--- src/design/bta_pkg.sv ---
// Shared types and constants of the block table heap allocator.
`default_nettype none
package bta_pkg;

    localparam logic REQ_ALLOC = 1'b0;
    localparam logic REQ_FREE  = 1'b1;

    localparam logic [1:0] ST_OK      = 2'd0;
    localparam logic [1:0] ST_NOROOM  = 2'd1;
    localparam logic [1:0] ST_OUTSIDE = 2'd2;

    localparam int MARK_W         = 3;
    localparam int MARK_TAKEN_BIT = 0;
    localparam int MARK_FIRST_BIT = 1;
    localparam int MARK_NEXT_BIT  = 2;

    localparam logic REG_BASE   = 1'b0;
    localparam logic REG_ACTIVE = 1'b1;

    localparam int          ACTIVE_W     = 11;
    localparam logic [10:0] ACTIVE_RESET = 11'd1024;

    typedef struct packed {
        logic        req_type;
        logic [31:0] request_size;
        logic [31:0] free_address;
    } req_t;

    typedef struct packed {
        logic [31:0] result_address;
        logic [1:0]  status;
    } rsp_t;

endpackage
`default_nettype wire

--- src/design/bta_ram.sv ---
// Generic simple dual-port RAM with a registered read.
`default_nettype none
module bta_ram #(
    parameter int WIDTH = 8,
    parameter int DEPTH = 16
) (
    input  wire logic                     clk,
    input  wire logic                     we,
    input  wire logic [$clog2(DEPTH)-1:0] waddr,
    input  wire logic [WIDTH-1:0]         wdata,
    input  wire logic [$clog2(DEPTH)-1:0] raddr,
    output logic      [WIDTH-1:0]         rdata
);

    logic [WIDTH-1:0] mem [DEPTH];

    always_ff @(posedge clk)
    begin
        if (we)
        begin
            mem[waddr] <= wdata;
        end
        rdata <= mem[raddr];
    end

endmodule
`default_nettype wire

--- src/design/bta_div.sv ---
// Block-count divider by a power-of-two constant with a registered result.
`default_nettype none
module bta_div #(
    parameter int DIVISOR = 4096
) (
    input  wire logic        clk,
    input  wire logic        rst_n,
    input  wire logic        start,
    input  wire logic [32:0] dividend,
    output logic             done,
    output logic      [32:0] quotient
);

    localparam int SHIFT = $clog2(DIVISOR);

    logic [32:0] quo_reg, quo_next;
    logic        done_reg, done_next;

    always_comb
    begin
        done_next = start;
        quo_next  = quo_reg;
        if (start)
        begin
            quo_next = dividend >> SHIFT;
        end
    end

    always_ff @(posedge clk or negedge rst_n)
    begin
        if (!rst_n)
        begin
            done_reg <= 1'b0;
        end
        else
        begin
            done_reg <= done_next;
        end
    end

    always_ff @(posedge clk)
    begin
        quo_reg <= quo_next;
    end

    assign done     = done_reg;
    assign quotient = quo_reg;

endmodule
`default_nettype wire

--- src/design/block_table_heap_allocator.sv ---
// Top level of the block table heap allocator.
//
// A request is taken when start is high and busy is low; its single result word
// appears on rsp for exactly one cycle with done high, in the first cycle with busy
// low, and cannot be held off. BLOCK_BYTES must be a power of two. Every request
// first turns its size or address into a block count. An allocate then reads the
// mark table one entry per cycle from block zero until a free run of the needed
// length is found or the active entries run out, and writes one entry per cycle
// to mark the run. A free rewrites one entry per cycle along its chain. An
// allocate of zero blocks or of more blocks than are active, and an outside free,
// end in S_DIV without touching the table. After reset the table memory is
// cleared one entry per cycle, and busy stays high until every entry is cleared;
// configuration writes are accepted meanwhile.
`default_nettype none
module block_table_heap_allocator
    import bta_pkg::*;
#(
    parameter int NUM_BLOCKS  = 1024,
    parameter int BLOCK_BYTES = 4096
) (
    input  wire logic        clk,
    input  wire logic        rst_n,
    input  wire logic        start,
    input  wire req_t        req,
    output logic             busy,
    output logic             done,
    output rsp_t             rsp,
    input  wire logic        psel,
    input  wire logic        penable,
    input  wire logic        pwrite,
    input  wire logic [2:0]  paddr,
    input  wire logic [31:0] pwdata,
    output logic      [31:0] prdata,
    output logic             pready
);

    localparam int IDXW = $clog2(NUM_BLOCKS);
    localparam int CNTW = $clog2(NUM_BLOCKS + 1);
    localparam int CMPW = (CNTW > ACTIVE_W) ? CNTW : ACTIVE_W;
    localparam logic [CMPW-1:0] NUM_CMP  = CMPW'(NUM_BLOCKS);
    localparam logic [IDXW-1:0] LAST_IDX = IDXW'(NUM_BLOCKS - 1);
    localparam logic [31:0]     BB32     = 32'(BLOCK_BYTES);
    localparam logic [32:0]     ROUND_UP = 33'(BLOCK_BYTES - 1);

    localparam logic [3:0] S_INIT  = 4'd0;
    localparam logic [3:0] S_IDLE  = 4'd1;
    localparam logic [3:0] S_DIV   = 4'd2;
    localparam logic [3:0] S_SCAN0 = 4'd3;
    localparam logic [3:0] S_SCAN  = 4'd4;
    localparam logic [3:0] S_MARK  = 4'd5;
    localparam logic [3:0] S_FIN   = 4'd6;
    localparam logic [3:0] S_CLR0  = 4'd7;
    localparam logic [3:0] S_CLR   = 4'd8;

    logic [3:0]          state_reg, state_next;
    logic [IDXW-1:0]     ptr_reg, ptr_next;
    logic [CNTW-1:0]     run_reg, run_next;
    logic [IDXW-1:0]     run_start_reg, run_start_next;
    logic [CNTW-1:0]     need_reg, need_next;
    logic [CNTW-1:0]     left_reg, left_next;
    logic                first_reg, first_next;
    logic [CNTW-1:0]     count_reg, count_next;
    logic                type_reg, type_next;
    logic [31:0]         prod_reg, prod_next;
    logic                done_reg, done_next;
    rsp_t                rsp_reg, rsp_next;
    logic [31:0]         base_reg;
    logic [ACTIVE_W-1:0] active_reg;

    logic                accept;
    logic [CMPW-1:0]     active_cmp;
    logic [CNTW-1:0]     count_now;
    logic [32:0]         dividend;
    logic                div_done;
    logic [32:0]         quotient;
    logic                we;
    logic [IDXW-1:0]     waddr;
    logic [MARK_W-1:0]   wdata;
    logic [IDXW-1:0]     raddr;
    logic [MARK_W-1:0]   rdata;
    logic [CNTW-1:0]     ptr_inc;
    logic [CNTW-1:0]     run_inc;
    logic [IDXW-1:0]     cand_start;
    logic                cfg_write;

    assign accept     = start && !busy;
    assign busy       = state_reg != S_IDLE;
    assign active_cmp = CMPW'(active_reg);
    assign count_now  = (active_cmp > NUM_CMP) ? CNTW'(NUM_BLOCKS) : CNTW'(active_reg);
    assign dividend   = (req.req_type == REQ_ALLOC)
                        ? {1'b0, req.request_size} + ROUND_UP
                        : {1'b0, req.free_address - base_reg};
    assign ptr_inc    = CNTW'(ptr_reg) + CNTW'(1);
    assign run_inc    = run_reg + CNTW'(1);
    assign cand_start = (run_reg == '0) ? ptr_reg : run_start_reg;

    bta_div #(
        .DIVISOR (BLOCK_BYTES)
    ) u_div (
        .clk      (clk),
        .rst_n    (rst_n),
        .start    (accept),
        .dividend (dividend),
        .done     (div_done),
        .quotient (quotient)
    );

    bta_ram #(
        .WIDTH (MARK_W),
        .DEPTH (NUM_BLOCKS)
    ) u_marks (
        .clk   (clk),
        .we    (we),
        .waddr (waddr),
        .wdata (wdata),
        .raddr (raddr),
        .rdata (rdata)
    );

    always_comb
    begin
        state_next     = state_reg;
        ptr_next       = ptr_reg;
        run_next       = run_reg;
        run_start_next = run_start_reg;
        need_next      = need_reg;
        left_next      = left_reg;
        first_next     = first_reg;
        count_next     = count_reg;
        type_next      = type_reg;
        prod_next      = prod_reg;
        done_next      = 1'b0;
        rsp_next       = rsp_reg;
        we             = 1'b0;
        waddr          = ptr_reg;
        wdata          = '0;
        raddr          = ptr_reg + IDXW'(1);
        unique case (state_reg)
            S_INIT:
            begin
                we       = 1'b1;
                ptr_next = ptr_reg + IDXW'(1);
                if (ptr_reg == LAST_IDX)
                begin
                    ptr_next   = '0;
                    state_next = S_IDLE;
                end
            end
            S_IDLE:
            begin
                if (accept)
                begin
                    type_next  = req.req_type;
                    count_next = count_now;
                    state_next = S_DIV;
                end
            end
            S_DIV:
            begin
                if (div_done)
                begin
                    if (type_reg == REQ_ALLOC)
                    begin
                        if (quotient == '0 || quotient > 33'(count_reg))
                        begin
                            done_next  = 1'b1;
                            rsp_next   = '{result_address: '0, status: ST_NOROOM};
                            state_next = S_IDLE;
                        end
                        else
                        begin
                            need_next  = quotient[CNTW-1:0];
                            ptr_next   = '0;
                            run_next   = '0;
                            state_next = S_SCAN0;
                        end
                    end
                    else
                    begin
                        if (quotient >= 33'(count_reg))
                        begin
                            done_next  = 1'b1;
                            rsp_next   = '{result_address: '0, status: ST_OUTSIDE};
                            state_next = S_IDLE;
                        end
                        else
                        begin
                            ptr_next   = quotient[IDXW-1:0];
                            state_next = S_CLR0;
                        end
                    end
                end
            end
            S_SCAN0:
            begin
                raddr      = ptr_reg;
                state_next = S_SCAN;
            end
            S_SCAN:
            begin
                ptr_next = ptr_reg + IDXW'(1);
                if (!rdata[MARK_TAKEN_BIT] && run_inc == need_reg)
                begin
                    ptr_next   = cand_start;
                    left_next  = need_reg;
                    first_next = 1'b1;
                    state_next = S_MARK;
                end
                else
                begin
                    if (!rdata[MARK_TAKEN_BIT])
                    begin
                        run_next       = run_inc;
                        run_start_next = cand_start;
                    end
                    else
                    begin
                        run_next = '0;
                    end
                    if (ptr_inc == count_reg)
                    begin
                        done_next  = 1'b1;
                        rsp_next   = '{result_address: '0, status: ST_NOROOM};
                        state_next = S_IDLE;
                    end
                end
            end
            S_MARK:
            begin
                we                    = 1'b1;
                wdata[MARK_TAKEN_BIT] = 1'b1;
                wdata[MARK_FIRST_BIT] = first_reg;
                wdata[MARK_NEXT_BIT]  = left_reg != CNTW'(1);
                first_next            = 1'b0;
                if (first_reg)
                begin
                    prod_next = 32'(ptr_reg * BB32);
                end
                ptr_next  = ptr_reg + IDXW'(1);
                left_next = left_reg - CNTW'(1);
                if (left_reg == CNTW'(1))
                begin
                    state_next = S_FIN;
                end
            end
            S_FIN:
            begin
                done_next  = 1'b1;
                rsp_next   = '{result_address: base_reg + prod_reg, status: ST_OK};
                state_next = S_IDLE;
            end
            S_CLR0:
            begin
                raddr      = ptr_reg;
                state_next = S_CLR;
            end
            S_CLR:
            begin
                we = 1'b1;
                if (rdata[MARK_NEXT_BIT] && ptr_inc < count_reg)
                begin
                    ptr_next = ptr_reg + IDXW'(1);
                end
                else
                begin
                    done_next  = 1'b1;
                    rsp_next   = '{result_address: '0, status: ST_OK};
                    state_next = S_IDLE;
                end
            end
            default:
            begin
                state_next = S_IDLE;
            end
        endcase
    end

    assign cfg_write = psel && penable && pwrite && pready;

    always_ff @(posedge clk or negedge rst_n)
    begin
        if (!rst_n)
        begin
            state_reg  <= S_INIT;
            ptr_reg    <= '0;
            done_reg   <= 1'b0;
            base_reg   <= '0;
            active_reg <= ACTIVE_RESET;
        end
        else
        begin
            state_reg <= state_next;
            ptr_reg   <= ptr_next;
            done_reg  <= done_next;
            if (cfg_write)
            begin
                unique case (paddr[2])
                    REG_BASE:   base_reg   <= pwdata;
                    REG_ACTIVE: active_reg <= pwdata[ACTIVE_W-1:0];
                    default:    base_reg   <= base_reg;
                endcase
            end
        end
    end

    always_ff @(posedge clk)
    begin
        run_reg       <= run_next;
        run_start_reg <= run_start_next;
        need_reg      <= need_next;
        left_reg      <= left_next;
        first_reg     <= first_next;
        count_reg     <= count_next;
        type_reg      <= type_next;
        prod_reg      <= prod_next;
        rsp_reg       <= rsp_next;
    end

    assign pready = 1'b1;
    assign prdata = (paddr[2] == REG_ACTIVE) ? {{(32 - ACTIVE_W){1'b0}}, active_reg} : base_reg;
    assign done   = done_reg;
    assign rsp    = rsp_reg;

`ifndef SYNTH
    a_done_idle: assert property (@(posedge clk) disable iff (!rst_n)
        done |-> !busy)
        else $error("result word presented while a request is still in work");

    a_accept_busy: assert property (@(posedge clk) disable iff (!rst_n)
        accept |=> busy && !done)
        else $error("accepted request did not enter work");

    a_mark_range: assert property (@(posedge clk) disable iff (!rst_n)
        state_reg == S_MARK |-> CNTW'(ptr_reg) < count_reg && left_reg != '0)
        else $error("run marking beyond the active table");

    a_fail_zero: assert property (@(posedge clk) disable iff (!rst_n)
        done && rsp.status != ST_OK |-> rsp.result_address == '0)
        else $error("failed request returned a nonzero address");

    a_status_code: assert property (@(posedge clk) disable iff (!rst_n)
        done |-> rsp.status == ST_OK || rsp.status == ST_NOROOM || rsp.status == ST_OUTSIDE)
        else $error("result word carries an undefined status");
`endif

endmodule
`default_nettype wire

--- config.mk ---
export PLATFORM = sky130hd
export DESIGN_NAME = block_table_heap_allocator
export DESIGN_NICKNAME = d
export VERILOG_FILES = /design/src/design/bta_pkg.sv /design/src/design/bta_ram.sv /design/src/design/bta_div.sv /design/src/design/block_table_heap_allocator.sv
export SDC_FILE = /design/constraint.sdc
export NUM_CORES = 2
export LEC_CHECK = 0
export BUFFER_PORTS_ARGS = -buffer_cell sky130_fd_sc_hd__clkbuf_2
export CAP_MARGIN = 25
export CORE_MARGIN = 5
export CORE_UTILIZATION = 35
export CTS_BUF_LIST = sky130_fd_sc_hd__clkbuf_4
export DETAILED_ROUTE_END_ITERATION = 12
export PLACE_DENSITY_LB_ADDON = 0.05
export SLEW_MARGIN = 20
export SYNTH_ARGS = -nofsm -noshare
export SYNTH_HDL_FRONTEND = slang
export SYNTH_SLANG_ARGS = --single-unit
--- constraint.sdc ---
create_clock -name clk -period 60 [get_ports clk]
set_clock_uncertainty 0.15 [all_clocks]
set_input_delay 6 -clock clk [delete_from_list [all_inputs] [get_ports clk]]
set_output_delay 6 -clock clk [all_outputs]
set_load 0.005 [all_outputs]
==> reports/metrics.yaml <==
status: "complete, no violations"
synth.yosys.warnings: 0
crit_path_end_kind: "primary output"
first_global_vias: 78163
drt_wl_total_um: 390000
floorplan.die.height_um: 561
async_reset_ff_share_pct: 2.65
timing_worst_setup_path_type: "in -> out"
fp.coreArea_um2: 303000
cts-root-buf: "sky130_fd_sc_hd__clkbuf_4"
period_minus_slack_ps: 13370
synth_area_um2: 106000
yosysSeqAreaShare_pct: 62.8
worst-r2r-setup-slack_ps: 52090
critical_path.max_fanout: 44
setup_viol_count_final: 0
drc_errors: 0
grt_antenna_before_repair: 27
buffer_and_inverter_count_on_the_worst_path: 2
floorplan.initialDensity_pct: 35.1
overall_die_area_um2: 315000
p_leak_nw: 39.9
final_min_period_over_clock_period_pct: 22.3
critPathMaxStageDelay_ps: 680
number_of_enable_type_register_cells_in_the_synthesized_netlist: 2169
grt_usage_pct: 23.9
primary_flip_flop_cell_chosen_by_synthesis_mapping: "sky130_fd_sc_hd__edfxtp_1"
power_density_over_the_cells_nw_per_um2: 51.6
critPathRequiredTime_ps: 53850
worstMarginPinSlew_ps: 1220
ctsLongestPathBuffers: 4
number_of_h_tree_levels: 6
drt-initial-drc-count: 6688
gpl.final_weighted_congestion: 0.799
viasPerCell: 5.82
critical_path.top_delay_family: "buffers and inverters"
utilization_pct: 39.3
postSynthRegisterBits: 2230
final_antenna_violating_net_count: 0
timing.critical_path.cells: "clkbuf_2 -> mux2_2 -> clkbuf_2"
grt_max_degree: 202
final_number_of_hold_violating_endpoints: 0
critical_path_cell_count: 3
worst_path_most_repeated_cell: "sky130_fd_sc_hd__clkbuf_2"
whs_path_depth: 1
timing.slew.headroom_pct: 18.4
numClockSinks: 2230
port-buffer-count: 171
cell_count_after_synthesis: 8554
cts_tree: "yes"
hp-class: "reg -> reg"
dp_hpwl_um: 225000
synth_cell_types: 99
ir_drop_mv: 0.0554
clock_latency_on_the_worst_skew_pair_ps: 1560
worst_r2r_path_depth: 16
max_cap_violations: 0
worstSetupStartpoint: "paddr[2]"
clkTransAtPathRegs_ps: 60
postCtsResizedCells: 0
timing.setup.tns_ps: 0
cp-start-kind: "input pin"
r2r_start: "ptr_reg[1]"
worst_ep_arrival_time_ps: 7220
syn_area_per_cell_um2: 12.4
final_max_slew_viol_count: 0
drive_above_1_share_pct: 16.8
postCtsHoldBufs: 0
synth_nets: 8731
maxClockFrequency_mhz: 74.8
overflow: 0
first_pass_grt_wire_length_um: 556000
number_of_flip_flops_under_the_largest_register_name: 2048
pin_count: 175
die_x_um: 561
cts_setup_buffers: 0
critPathSlowestCell: "sky130_fd_sc_hd__clkbuf_2"
std_cell_rows: 202
final_nets: 8967
grt_setup_unrepaired: "false"
firstDrtPassIters: 5
routed-via-count: 77053
flow.area_growth_from_synthesis_pct: 12.0
worstHoldStart: "base_reg[6]"
wl_per_cell_um: 29.5
tritoncts.num_buffers: 647
[layout by cell type, fill, tap and decap left out, drive strengths merged, types with 15 or more instances in the layout]
cell     count
edfxtp    2169
nor2      1186
clkbuf    1088
mux2i      806
nand3      539
nand2      374
nor2b      300
o21ai      284
a2111oi    271
a31oi      240
buf        239
o2111ai    184
o221ai     160
clkinv     153
o22ai      106
a21oi       95
inv         91
o211ai      85
ha          70
a311oi      68
mux2        66
nor3        65
dfrtp       58
a22oi       58
xnor2       43
a211oi      39
xor2        33
and3        29
a32oi       29
nand4       27
nor4        21
a21o        19
and2        16
bufinv      15
[kinds of logic (layout without fill, tap and decap cells)]
| group | count (synthesis) | after routing | synth area share [%] |
|---|---|---|---|
| simple gates | 2625 | 2625 | 11.2 |
| flops | 2230 | 2230 | 62.8 |
| compound gates | 1774 | 1774 | 12.3 |
| buf+inv | 898 | 1596 | 3.82 |
| mux | 872 | 872 | 8.30 |
| xor+xnor | 83 | 83 | 0.786 |
| fa+ha+maj | 71 | 71 | 0.844 |
| other cells | 1 | 11 | 0.00353 |
[stage by stage]
step	instance area [um^2]	std cells	total power, mW	setup slack (ps)	hold slack, ps
6_report	119000	13240	6.14	46630	356
5_1_grt	119000	13236	6.44	46500	363
4_1_cts	119000	13228	6.20	46610	359
3_5_place_dp	111000	12117	4.72	46620	344
3_3_place_gp	111000	12113	4.70	46580	339
2_1_floorplan	106000	8554	3.74	23200	270
[Yosys cell counts, types with 160 or more instances]
cell	n	area (um^2)
sky130_fd_sc_hd__o21ai_0	280	1400
sky130_fd_sc_hd__nor2_1	1185	4450
sky130_fd_sc_hd__o2111ai_1	184	1610
sky130_fd_sc_hd__nor2b_1	300	1880
sky130_fd_sc_hd__edfxtp_1	2169	65100
sky130_fd_sc_hd__o221ai_1	160	1400
sky130_fd_sc_hd__a2111oi_0	271	2370
sky130_fd_sc_hd__nand3_1	539	2700
sky130_fd_sc_hd__clkbuf_1	408	1530
sky130_fd_sc_hd__nand2_1	373	1400
sky130_fd_sc_hd__buf_2	296	1480
sky130_fd_sc_hd__a31oi_1	238	1490
sky130_fd_sc_hd__mux2i_1	806	8070
[per-layer routing]
layer | global-route usage (%) | part of all wire, % | up-vias
met3 | 3.68 | 5.8 | 683
met1 | 32.0 | 43 | 39630
met4 | 7.83 | 3.1 | 20
met5 | 0 | 0.036 | -
li1 | - | - | 34100
met2 | 39.8 | 48 | 2620
[final cells by class]
class	instances	area [um^2]
fill	29258	184000
sequential	2230	66700
multi-input combinational	5426	35900
clock buffer	917	6880
tap	3978	4980
timing repair buffer	410	2900
clock inverter	194	1320
inverter	75	297
antenna	10	25.0
[worst paths after layout]
check                              endpoint
setup / recovery                  prdata[0]
hold / removal                  base_reg[6]
setup reg to reg           u_marks.rdata[0]
hold reg to reg                 base_reg[6]
max in group asynchronous        ptr_reg[1]
min in group asynchronous      base_reg[26]
[report_power, final]
part	internal, mW	total, mW	switching (mW)
sequential	1.80	1.84	0.0422
clock	0.768	1.46	0.689
combinational	0.816	2.84	2.02
(Power assumes the default switching activity.)
